## config.mk

```make
export PLATFORM = sky130hd
export DESIGN_NAME = windowed_sigma_activity_detector
export DESIGN_NICKNAME = d
export VERILOG_FILES = /design/src/wsad_pkg.sv /design/src/wsad_ring.sv /design/src/wsad_alu.sv /design/src/wsad_core.sv /design/src/windowed_sigma_activity_detector.sv
export SDC_FILE = /design/constraint.sdc
export NUM_CORES = 2
export LEC_CHECK = 0
export BUFFER_PORTS_ARGS = -buffer_cell sky130_fd_sc_hd__buf_2
export CORE_MARGIN = 2
export CORE_UTILIZATION = 50
export DETAILED_ROUTE_END_ITERATION = 12
export HOLD_SLACK_MARGIN = 0.15
export PLACE_DENSITY_LB_ADDON = 0.05
export SLEW_MARGIN = 0
export SYNTH_ARGS = -nofsm -noshare
export SYNTH_HDL_FRONTEND = slang
export SYNTH_SLANG_ARGS = --single-unit
export TNS_END_PERCENT = 10
```

## constraint.sdc

```tcl
create_clock -name clock -period 9 [get_ports clock]
set_clock_uncertainty 0.05 [all_clocks]
set_input_delay 0.45 -clock clock [delete_from_list [all_inputs] [get_ports clock]]
set_output_delay 0.45 -clock clock [all_outputs]
set_load 0.05 [all_outputs]
```

## src/wsad_pkg.sv

```systemverilog
package wsad_pkg;

   // fixed field widths
   localparam int AMP_W   = 16;
   localparam int FRAC_W  = 8;
   localparam int Q_W     = AMP_W + FRAC_W;
   localparam int SIGMA_W = 4;

   // defaults
   localparam int WINDOW_DEFAULT = 32;
   localparam logic [SIGMA_W-1:0] SIGMA_RESET = 4'd3;

   // shared add/subtract unit operations
   typedef enum logic [1:0] {
      ALU_ADD = 2'b01,
      ALU_SUB = 2'b10
   } alu_op_type;

   // one finished result
   typedef struct packed {
      logic           state_changed;
      logic           is_active;
      logic [Q_W-1:0] window_mean;
      logic [Q_W-1:0] window_deviation;
   } result_type;

endpackage

```

## src/wsad_ring.sv

```systemverilog
module wsad_ring #(
   parameter int DEPTH  = 32,
   parameter int ADDR_W = 5
) (
   input  logic                        clock,
   input  logic                        wr_en,
   input  logic [ADDR_W-1:0]           wr_addr,
   input  logic [wsad_pkg::AMP_W-1:0]  wr_data,
   input  logic                        rd_en,
   input  logic [ADDR_W-1:0]           rd_addr,
   output logic [wsad_pkg::AMP_W-1:0]  rd_data
);
   import wsad_pkg::*;

   logic [AMP_W-1:0] mem_ff [DEPTH];
   logic [AMP_W-1:0] rd_data_ff;

   // sample storage, one write and one registered read
   always_ff @(posedge clock) begin
      if (wr_en) begin
         mem_ff[wr_addr] <= wr_data;
      end
      if (rd_en) begin
         rd_data_ff <= mem_ff[rd_addr];
      end
   end

   assign rd_data = rd_data_ff;

endmodule

```

## src/wsad_alu.sv

```systemverilog
module wsad_alu #(
   parameter int WIDTH = 43
) (
   input  wsad_pkg::alu_op_type op,
   input  logic [WIDTH-1:0]     a,
   input  logic [WIDTH-1:0]     b,
   output logic [WIDTH-1:0]     res,
   output logic                 ge
);
   import wsad_pkg::*;

   logic [WIDTH:0] diff;
   logic [WIDTH:0] total;

   // one wide adder and one wide subtractor with borrow out
   assign diff  = {1'b0, a} - {1'b0, b};
   assign total = {1'b0, a} + {1'b0, b};
   assign ge    = ~diff[WIDTH];

   always_comb begin
      case (op)
         ALU_ADD: res = total[WIDTH-1:0];
         ALU_SUB: res = diff[WIDTH-1:0];
         default: res = a;
      endcase
   end

endmodule

```

## src/wsad_core.sv

```systemverilog
module wsad_core #(
   parameter int WINDOW = wsad_pkg::WINDOW_DEFAULT
) (
   input  logic                          clock,
   input  logic                          reset,
   input  logic                          start,
   input  logic [wsad_pkg::AMP_W-1:0]    amp,
   input  logic [wsad_pkg::SIGMA_W-1:0]  sigma,
   input  logic                          out_busy,
   output logic                          idle,
   output logic                          done,
   output wsad_pkg::result_type          result
);
   import wsad_pkg::*;

   localparam int LOG_W  = $clog2(WINDOW);
   localparam int SLOT_W = LOG_W;
   localparam int N_W    = $clog2(WINDOW + 1);
   localparam int SUM_W  = AMP_W + LOG_W;
   localparam int SQ_W   = 2 * AMP_W + LOG_W;
   localparam int SP_W   = SQ_W + N_W;
   localparam int ROOT_W = (SP_W + 2 * FRAC_W + 1) / 2;
   localparam int X_W    = 2 * ROOT_W;
   localparam int REM_W  = ROOT_W + 2;
   localparam int MNUM_W = SUM_W + FRAC_W;
   localparam int NUM_W  = (ROOT_W > MNUM_W) ? ROOT_W : MNUM_W;
   localparam int AW     = (SP_W > REM_W) ? SP_W : REM_W;
   localparam int CNT_W  = $clog2(NUM_W + 1);
   localparam int THR_W  = Q_W + SIGMA_W + 1;

   typedef enum logic [10:0] {
      ST_IDLE    = 11'b000_0000_0001,
      ST_SQNEW   = 11'b000_0000_0010,
      ST_SQOLD   = 11'b000_0000_0100,
      ST_SUMS    = 11'b000_0000_1000,
      ST_SUMSQ   = 11'b000_0001_0000,
      ST_NMUL    = 11'b000_0010_0000,
      ST_SPREAD  = 11'b000_0100_0000,
      ST_ROOT    = 11'b000_1000_0000,
      ST_DIVDEV  = 11'b001_0000_0000,
      ST_DIVMEAN = 11'b010_0000_0000,
      ST_DONE    = 11'b100_0000_0000
   } state_type;

   state_type         state_ff, state_in;
   logic [AMP_W-1:0]  amp_ff, amp_in;
   logic [AMP_W-1:0]  old_ff, old_in;
   logic [2*SUM_W-1:0] sq_ff, sq_in;
   logic [SLOT_W-1:0] slot_ff, slot_in;
   logic [N_W-1:0]    fill_ff, fill_in;
   logic [SUM_W-1:0]  sum_ff, sum_in;
   logic [SQ_W-1:0]   sumsq_ff, sumsq_in;
   logic [SP_W-1:0]   acc_ff, acc_in;
   logic [X_W-1:0]    x_ff, x_in;
   logic [REM_W-1:0]  rem_ff, rem_in;
   logic [ROOT_W-1:0] root_ff, root_in;
   logic [NUM_W-1:0]  num_ff, num_in;
   logic [CNT_W-1:0]  cnt_ff, cnt_in;
   logic [Q_W-1:0]    mean_ff, mean_in;
   logic [Q_W-1:0]    dev_ff, dev_in;
   logic              active_ff, active_in;
   logic [Q_W-1:0]    prev_mean_ff, prev_mean_in;
   logic [Q_W-1:0]    prev_dev_ff, prev_dev_in;
   logic [Q_W-1:0]    release_ff, release_in;

   // shared unit and multiplier hookup
   alu_op_type         alu_op;
   logic [AW-1:0]      alu_a;
   logic [AW-1:0]      alu_b;
   logic [AW-1:0]      alu_res;
   logic               alu_ge;
   logic [SUM_W-1:0]   mul_a;
   logic [2*SUM_W-1:0] prod;
   logic [AMP_W-1:0]   ring_rd;

   logic                    full;
   logic [REM_W-1:0]        root_sh;
   logic [REM_W-1:0]        div_sh;
   logic [NUM_W-1:0]        quot_next;
   logic [Q_W+SIGMA_W-1:0]  sig_prod;
   logic [THR_W-1:0]        thresh;
   logic [THR_W-1:0]        amp_x;
   logic [Q_W-1:0]          amp_q;

   wsad_alu #(
      .WIDTH (AW)
   ) u_alu (
      .op  (alu_op),
      .a   (alu_a),
      .b   (alu_b),
      .res (alu_res),
      .ge  (alu_ge)
   );

   wsad_ring #(
      .DEPTH  (WINDOW),
      .ADDR_W (SLOT_W)
   ) u_ring (
      .clock   (clock),
      .wr_en   (state_ff == ST_SQNEW),
      .wr_addr (slot_ff),
      .wr_data (amp_ff),
      .rd_en   (start),
      .rd_addr (slot_ff),
      .rd_data (ring_rd)
   );

   // squares of samples and of the running sum
   assign prod = mul_a * mul_a;

   always_comb begin
      case (state_ff)
         ST_SQNEW: mul_a = SUM_W'(amp_ff);
         ST_SQOLD: mul_a = SUM_W'(old_ff);
         default:  mul_a = sum_ff;
      endcase
   end

   assign full = (fill_ff == N_W'(WINDOW));

   // shifted remainders for the square root and divide steps
   assign root_sh   = {rem_ff[REM_W-3:0], x_ff[X_W-1 -: 2]};
   assign div_sh    = {rem_ff[REM_W-2:0], num_ff[NUM_W-1]};
   assign quot_next = {num_ff[NUM_W-2:0], alu_ge};

   // start threshold from the previous mean and deviation
   assign sig_prod = sigma * prev_dev_ff;
   assign thresh   = THR_W'(prev_mean_ff) + THR_W'(sig_prod);
   assign amp_q    = {amp_ff, {FRAC_W{1'b0}}};
   assign amp_x    = THR_W'(amp_q);

   // sequencer
   always_comb begin
      state_in     = state_ff;
      amp_in       = amp_ff;
      old_in       = old_ff;
      sq_in        = sq_ff;
      slot_in      = slot_ff;
      fill_in      = fill_ff;
      sum_in       = sum_ff;
      sumsq_in     = sumsq_ff;
      acc_in       = acc_ff;
      x_in         = x_ff;
      rem_in       = rem_ff;
      root_in      = root_ff;
      num_in       = num_ff;
      cnt_in       = cnt_ff;
      mean_in      = mean_ff;
      dev_in       = dev_ff;
      active_in    = active_ff;
      prev_mean_in = prev_mean_ff;
      prev_dev_in  = prev_dev_ff;
      release_in   = release_ff;
      alu_op       = ALU_ADD;
      alu_a        = '0;
      alu_b        = '0;
      done         = 1'b0;
      result.state_changed    = 1'b0;
      result.is_active        = active_ff;
      result.window_mean      = mean_ff;
      result.window_deviation = dev_ff;

      case (state_ff)
         ST_IDLE: begin
            if (start) begin
               amp_in   = amp;
               state_in = ST_SQNEW;
            end
         end

         // new sample square, capture the sample that leaves the window
         ST_SQNEW: begin
            sq_in    = prod;
            old_in   = full ? ring_rd : '0;
            state_in = ST_SQOLD;
         end

         ST_SQOLD: begin
            sumsq_in = sumsq_ff + sq_ff[SQ_W-1:0];
            sum_in   = sum_ff + SUM_W'(amp_ff);
            sq_in    = prod;
            state_in = ST_SUMS;
         end

         ST_SUMS: begin
            sumsq_in = sumsq_ff - sq_ff[SQ_W-1:0];
            sum_in   = sum_ff - SUM_W'(old_ff);
            if (!full) begin
               fill_in = fill_ff + 1'b1;
            end
            if (slot_ff == SLOT_W'(WINDOW - 1)) begin
               slot_in = '0;
            end else begin
               slot_in = slot_ff + 1'b1;
            end
            state_in = ST_SUMSQ;
         end

         // n goes to the top of the shifter so its msb is consumed first
         ST_SUMSQ: begin
            sq_in    = prod;
            acc_in   = '0;
            num_in   = {fill_ff, {(NUM_W - N_W){1'b0}}};
            cnt_in   = CNT_W'(N_W - 1);
            state_in = ST_NMUL;
         end

         // n times square sum, shift and add from the top bit of n
         ST_NMUL: begin
            alu_op = ALU_ADD;
            alu_a  = AW'({acc_ff[SP_W-2:0], 1'b0});
            alu_b  = num_ff[NUM_W-1] ? AW'(sumsq_ff) : '0;
            acc_in = alu_res[SP_W-1:0];
            num_in = {num_ff[NUM_W-2:0], 1'b0};
            cnt_in = cnt_ff - 1'b1;
            if (cnt_ff == '0) begin
               state_in = ST_SPREAD;
            end
         end

         // n times square sum minus sum squared gives the spread, scaled for the root
         ST_SPREAD: begin
            alu_op   = ALU_SUB;
            alu_a    = AW'(acc_ff);
            alu_b    = AW'(sq_ff);
            x_in     = X_W'({alu_res[SP_W-1:0], {(2*FRAC_W){1'b0}}});
            rem_in   = '0;
            root_in  = '0;
            cnt_in   = CNT_W'(ROOT_W - 1);
            state_in = ST_ROOT;
         end

         // square root, one result bit a cycle
         ST_ROOT: begin
            alu_op = ALU_SUB;
            alu_a  = AW'(root_sh);
            alu_b  = AW'({root_ff, 2'b01});
            if (alu_ge) begin
               rem_in  = alu_res[REM_W-1:0];
               root_in = {root_ff[ROOT_W-2:0], 1'b1};
            end else begin
               rem_in  = root_sh;
               root_in = {root_ff[ROOT_W-2:0], 1'b0};
            end
            x_in   = {x_ff[X_W-3:0], 2'b00};
            cnt_in = cnt_ff - 1'b1;
            if (cnt_ff == '0) begin
               num_in   = NUM_W'(root_in);
               rem_in   = '0;
               cnt_in   = CNT_W'(NUM_W - 1);
               state_in = ST_DIVDEV;
            end
         end

         // restoring divide by n, deviation then mean
         ST_DIVDEV, ST_DIVMEAN: begin
            alu_op = ALU_SUB;
            alu_a  = AW'(div_sh);
            alu_b  = AW'(fill_ff);
            rem_in = alu_ge ? alu_res[REM_W-1:0] : div_sh;
            num_in = quot_next;
            cnt_in = cnt_ff - 1'b1;
            if (cnt_ff == '0) begin
               if (state_ff == ST_DIVDEV) begin
                  dev_in   = quot_next[Q_W-1:0];
                  num_in   = NUM_W'({sum_ff, {FRAC_W{1'b0}}});
                  rem_in   = '0;
                  cnt_in   = CNT_W'(NUM_W - 1);
                  state_in = ST_DIVMEAN;
               end else begin
                  mean_in  = quot_next[Q_W-1:0];
                  state_in = ST_DONE;
               end
            end
         end

         // activity decision against the previous values
         ST_DONE: begin
            if (!out_busy) begin
               if (!active_ff) begin
                  if (full && (amp_x > thresh)) begin
                     active_in            = 1'b1;
                     release_in           = prev_mean_ff;
                     result.state_changed = 1'b1;
                  end
               end else if (amp_q < release_ff) begin
                  active_in            = 1'b0;
                  result.state_changed = 1'b1;
               end
               result.is_active = active_in;
               prev_mean_in     = mean_ff;
               prev_dev_in      = dev_ff;
               done             = 1'b1;
               state_in         = ST_IDLE;
            end
         end

         default: begin
            state_in = ST_IDLE;
         end
      endcase
   end

   assign idle = (state_ff == ST_IDLE);

   // control state
   always_ff @(posedge clock) begin
      if (reset) begin
         state_ff     <= ST_IDLE;
         slot_ff      <= '0;
         fill_ff      <= '0;
         sum_ff       <= '0;
         sumsq_ff     <= '0;
         active_ff    <= 1'b0;
         prev_mean_ff <= '0;
         prev_dev_ff  <= '0;
         release_ff   <= '0;
      end else begin
         state_ff     <= state_in;
         slot_ff      <= slot_in;
         fill_ff      <= fill_in;
         sum_ff       <= sum_in;
         sumsq_ff     <= sumsq_in;
         active_ff    <= active_in;
         prev_mean_ff <= prev_mean_in;
         prev_dev_ff  <= prev_dev_in;
         release_ff   <= release_in;
      end
   end

   // working registers
   always_ff @(posedge clock) begin
      amp_ff  <= amp_in;
      old_ff  <= old_in;
      sq_ff   <= sq_in;
      acc_ff  <= acc_in;
      x_ff    <= x_in;
      rem_ff  <= rem_in;
      root_ff <= root_in;
      num_ff  <= num_in;
      cnt_ff  <= cnt_in;
      mean_ff <= mean_in;
      dev_ff  <= dev_in;
   end

endmodule

```

## src/windowed_sigma_activity_detector.sv

```systemverilog
// a new transaction is taken only once the core is idle, after the last result has gone into
//   the output register; the shared add/subtract unit runs the n multiply, the square root
//   and two divides one bit per cycle
// reset: synchronous, active high; clears sums, fill count, activity state, sigma factor to 3
module windowed_sigma_activity_detector #(
   parameter int WINDOW = wsad_pkg::WINDOW_DEFAULT
) (
   input  logic                          clock,
   input  logic                          reset,
   input  logic                          req_valid,
   output logic                          req_stall,
   input  logic [wsad_pkg::AMP_W-1:0]    req_amplitude,
   output logic                          rsp_valid,
   input  logic                          rsp_stall,
   output logic                          rsp_state_changed,
   output logic                          rsp_is_active,
   output logic [wsad_pkg::Q_W-1:0]      rsp_window_mean,
   output logic [wsad_pkg::Q_W-1:0]      rsp_window_deviation,
   input  logic                          csr_wr_en,
   input  logic [wsad_pkg::SIGMA_W-1:0]  csr_wr_data
);
   import wsad_pkg::*;

   logic [SIGMA_W-1:0] sigma_ff, sigma_in;
   logic               rsp_valid_ff, rsp_valid_in;
   result_type         rsp_data_ff;
   logic               core_idle;
   logic               core_done;
   logic               out_busy;
   logic               req_accept;
   result_type         core_result;

   assign req_stall  = ~core_idle;
   assign req_accept = req_valid & ~req_stall;
   assign out_busy   = rsp_valid_ff & rsp_stall;

   wsad_core #(
      .WINDOW (WINDOW)
   ) u_core (
      .clock    (clock),
      .reset    (reset),
      .start    (req_accept),
      .amp      (req_amplitude),
      .sigma    (sigma_ff),
      .out_busy (out_busy),
      .idle     (core_idle),
      .done     (core_done),
      .result   (core_result)
   );

   // sigma factor register
   assign sigma_in = csr_wr_en ? csr_wr_data : sigma_ff;

   // output register valid
   always_comb begin
      rsp_valid_in = rsp_valid_ff;
      if (core_done) begin
         rsp_valid_in = 1'b1;
      end else if (rsp_valid_ff && !rsp_stall) begin
         rsp_valid_in = 1'b0;
      end
   end

   always_ff @(posedge clock) begin
      if (reset) begin
         sigma_ff     <= SIGMA_RESET;
         rsp_valid_ff <= 1'b0;
      end else begin
         sigma_ff     <= sigma_in;
         rsp_valid_ff <= rsp_valid_in;
      end
   end

   // output payload
   always_ff @(posedge clock) begin
      if (core_done) begin
         rsp_data_ff <= core_result;
      end
   end

   assign rsp_valid            = rsp_valid_ff;
   assign rsp_state_changed    = rsp_data_ff.state_changed;
   assign rsp_is_active        = rsp_data_ff.is_active;
   assign rsp_window_mean      = rsp_data_ff.window_mean;
   assign rsp_window_deviation = rsp_data_ff.window_deviation;

   // an accepted transaction keeps the block busy in the next cycle
   a_busy_after_accept: assert property (@(posedge clock) disable iff (reset)
      req_accept |=> req_stall)
      else $error("block ready right after accepting a transaction");

   // a result is handed over only when the output register can take it
   a_no_overwrite: assert property (@(posedge clock) disable iff (reset)
      core_done |-> !(rsp_valid_ff && rsp_stall))
      else $error("result written over a stalled transaction");

   // output valid rises only from a finished computation
   a_valid_source: assert property (@(posedge clock) disable iff (reset)
      $rose(rsp_valid_ff) |-> $past(core_done))
      else $error("output valid raised without a finished result");

endmodule

```

==> reports/qor.yml <==
initial_antenna_violation_count: 1
final_common_cell: "sky130_fd_sc_hd__edfxtp_1"
critPathMostFrequentCell: "sky130_fd_sc_hd__fa_1"
yosys.area_share.adder_pct: 19.0
cts-htree-levels: 3
period_needed_ns: 8.79
final_max_slew_viol_count: 0
most-common-layout-cells: "882 x sky130_fd_sc_hd__edfxtp_1, 592 x sky130_fd_sc_hd__inv_1, 579 x sky130_fd_sc_hd__nand2_1"
placed_instances: 7283
synth_sequential_area_ratio_pct: 46.0
die_height_um: 363
crit_path_top_delay_cell: "sky130_fd_sc_hd__or4_4"
core.rowCount: 131
leakage_power_of_the_design_nw: 29.2
fraction_of_the_cycle_the_final_worst_path_needs_pct: 97.7
clock-root-buffer: "sky130_fd_sc_hd__clkbuf_16"
io_buffers: 76
per_cell_routed_wire_length_um: 24.1
synthesis.nets: 6388
synth_compound_area_share_pct: 11.4
cts_max_path_buffers: 3
crit_path_dat_ns: 9.29
synthSimpleGateAreaFrac_pct: 10.7
grt_start_max_net_pins: 101
worstPathMaxFanout: 7
worst_setup_path_end_kind: "flop"
ys_async_sr_fraction_pct: 0
internal_power_mw: 8.25
synth-warning-count: 0
tightestPinTransition_ns: 1.13
fp.dieArea_sq_um: 132000
die_w_um: 363
routed_wl_um: 182000
switching_share_pct: 23.6
top_flip_flop_cell_by_instance_count_after_synthesis: "sky130_fd_sc_hd__edfxtp_1"
diodes: 0
class_of_the_most_critical_setup_path: "reg -> reg"
routed-via-count: 44600
cts-buffers-inserted: 111
outcome: "complete, no violations"
global_route_wire_length_before_repair_um: 276000
fp.coreArea_sq_um: 128000
drive_gt1_share_pct: 12.3
cp.required_ns: 9.50
route.detailed.vias_per_inst: 5.90
synth_enable_flop_cells: 882
globalRouteTotalUtil_pct: 27.7
dp_hpwl_um: 132000
clock_power_share_pct: 43.3
drc: 0
report.final.hold_viol_count: 0
initial_core_utilization_pct: 50.5
synthesis.instances: 5613
first_global_vias: 44100
kind_of_path_behind_the_tightest_hold_check: "in -> reg"
drt_iter0_markers: 4382
layout.cells.non_filler: 7557
cts.reportedPaths.clkPinSlew_ns: 0.06
max_slew_margin_pct: 24.9
synth_top_family_by_area: "adder cells"
drtPass1Iterations: 7
power.density_cell_area_nw_per_um2: 150
layout-area-overhead-vs-synth_pct: 12.0
maxClockFrequency_ghz: 0.114
synth_area_per_cell_sq_um: 11.5
final-setup-viol-count: 0
nets: 6574
post_synth_instance_area_sq_um: 64500
synthXorXnorAreaFrac_pct: 2.73
startpoint_type: "flop"
combPwrFrac_pct: 7.0
synth.ff_latch_count: 1040
postRouteAntennaNets: 0
clock_insertion_delay_worst_skew_ns: 0.75
max_cap_violations: 0
yosys.cell_types.count: 98
net_switching_component_of_the_power_mw: 2.55
place.gp.congestion: 0.945
p_seq_share_pct: 49.7
cts_num_sinks: 1040
ir_worst_vdd_mv: 0.186
globalRoute.totalOverflow: 0
ios: 77
critical-path-max-stage-delay_ns: 0.56
holdWs_ns: 0.170
muxShareOfSynthArea_pct: 5.14
tritoncts: "built"
## worst max-delay path, delay by kind of cell, from the launching register on
family                   cells  cell delay (ns)
flip-flops                   1             0.32
AO/OA/AOI/OAI                9             1.51
buffers and inverters        8             0.84
AND/OR/NAND/NOR              8             2.05
adder cells (fa/ha/maj)      8             3.85
## registers in the layout (all words and copies together), names as in the netlist, 30 cells and up
register,count
u_core.rem_ff,31
u_core.x_ff,44
u_core.u_ring.mem_ff,512
u_core.sq_ff,41
u_core.acc_ff,43
u_core.num_ff,30
u_core.root_ff,30
u_core.sumsq_ff,37
## cells in the mapped netlist, types with 31 or more instances
cell type | n | area [sq um]
sky130_fd_sc_hd__edfxtp_1 | 882 | 26500
sky130_fd_sc_hd__inv_1 | 601 | 2260
sky130_fd_sc_hd__nand2_1 | 597 | 2240
sky130_fd_sc_hd__nor2_1 | 401 | 1510
sky130_fd_sc_hd__fa_1 | 381 | 7630
sky130_fd_sc_hd__ha_1 | 369 | 4620
sky130_fd_sc_hd__a21oi_1 | 326 | 1630
sky130_fd_sc_hd__clkbuf_1 | 196 | 736
sky130_fd_sc_hd__o21ai_0 | 192 | 961
sky130_fd_sc_hd__dfxtp_1 | 158 | 3160
sky130_fd_sc_hd__mux4_2 | 128 | 2880
sky130_fd_sc_hd__xnor2_1 | 127 | 1110
sky130_fd_sc_hd__and2_1 | 121 | 757
sky130_fd_sc_hd__a21o_1 | 86 | 646
sky130_fd_sc_hd__a22oi_1 | 75 | 563
sky130_fd_sc_hd__xor2_1 | 74 | 648
sky130_fd_sc_hd__a221oi_1 | 58 | 508
sky130_fd_sc_hd__nor3_1 | 55 | 275
sky130_fd_sc_hd__nand3_1 | 54 | 270
sky130_fd_sc_hd__nand4_1 | 42 | 263
sky130_fd_sc_hd__mux2i_1 | 39 | 390
sky130_fd_sc_hd__and3_1 | 37 | 231
sky130_fd_sc_hd__nand2b_1 | 37 | 231
sky130_fd_sc_hd__a211oi_1 | 32 | 240
sky130_fd_sc_hd__nor2b_1 | 32 | 200
sky130_fd_sc_hd__a222oi_1 | 31 | 310
sky130_fd_sc_hd__a31oi_1 | 31 | 194
sky130_fd_sc_hd__or3_1 | 31 | 194
## worst paths after layout
kind | start | to | slack, ns | depth (start not counted)
worst max-delay path | u_core.state_ff[9]$_SDFFE_PP0P_ | u_core.sq_ff[38]$_DFFE_PP_ | 0.21 | 33
worst min-delay path | reset | u_core.prev_dev_ff[0]$_SDFFE_PP0P_ | 0.17 | 2
worst max register to register | u_core.state_ff[9]$_SDFFE_PP0P_ | u_core.sq_ff[38]$_DFFE_PP_ | 0.21 | 33
worst min register to register | u_core.dev_ff[13]$_DFFE_PP_ | rsp_window_deviation[13]$_DFFE_PP_ | 0.39 | 0
## metal layers
| metal | vias to the layer above | global-route usage, % | wire length, um |
|---|---|---|---|
| met3 | 220 | 4.20 | 13000 |
| met5 | - | 0 | 0 |
| li1 | 20400 | - | - |
| met1 | 22400 | 41.2 | 83400 |
| met2 | 1579 | 42.7 | 81600 |
| met4 | 0 | 6.62 | 4040 |
## layout make-up
| class | count | area, sq um |
|---|---|---|
| inverter | 608 | 2290 |
| tap | 1662 | 2080 |
| clock inverter | 64 | 762 |
| sequential | 1040 | 29700 |
| multi-input combinational | 3716 | 32000 |
| clock buffer | 145 | 2980 |
| timing repair buffer | 321 | 2430 |
| timing repair inverter | 1 | 7.51 |
| fill | 11000 | 55600 |
## metrics by stage
| stage | setup TNS [ns] | power (mW) | setup slack, ns | util [%] | instance area [sq um] |
|---|---|---|---|---|---|
| after floorplan | 0 | 5.85 | 0.0155 | - | 64500 |
| after global placement | -0.0792 | 6.15 | -0.0792 | 52.8 | 67500 |
| after detailed placement | -0.316 | 6.16 | -0.210 | 52.8 | 67500 |
| after CTS | 0 | 10.8 | 0.00573 | 56.0 | 71600 |
| after global routing | -0.0872 | 11.1 | -0.0498 | 56.5 | 72200 |
| final | 0 | 10.8 | 0.211 | 56.5 | 72200 |
## power groups by stage
stage,Sequential [mW],Combinational [mW],Clock (mW)
6_report,5.37,0.757,4.68
5_1_grt,5.37,0.823,4.95
4_1_cts,5.37,0.708,4.76
3_5_place_dp,5.47,0.692,0
3_3_place_gp,5.47,0.684,0
2_1_floorplan,5.49,0.356,0
## logic make-up (layout without fill, tap and decap cells)
logic type | count (synthesis) | after routing
compound gates | 1100 | 1100
mux | 171 | 171
flops | 1040 | 1040
simple gates | 1494 | 1494
fa+ha+maj | 750 | 750
buf+inv | 857 | 1139
xor+xnor | 201 | 201
## repair_timing
item,CTS,global route
gates resized for setup,7,93
gates cloned,0,2
pin swaps,1,58
setup endpoints to repair,5,7
buffers inserted,4,33
endpoints found under the hold margin,22,0
hold buffers,26,0
Power figures use the tool's default switching activity.
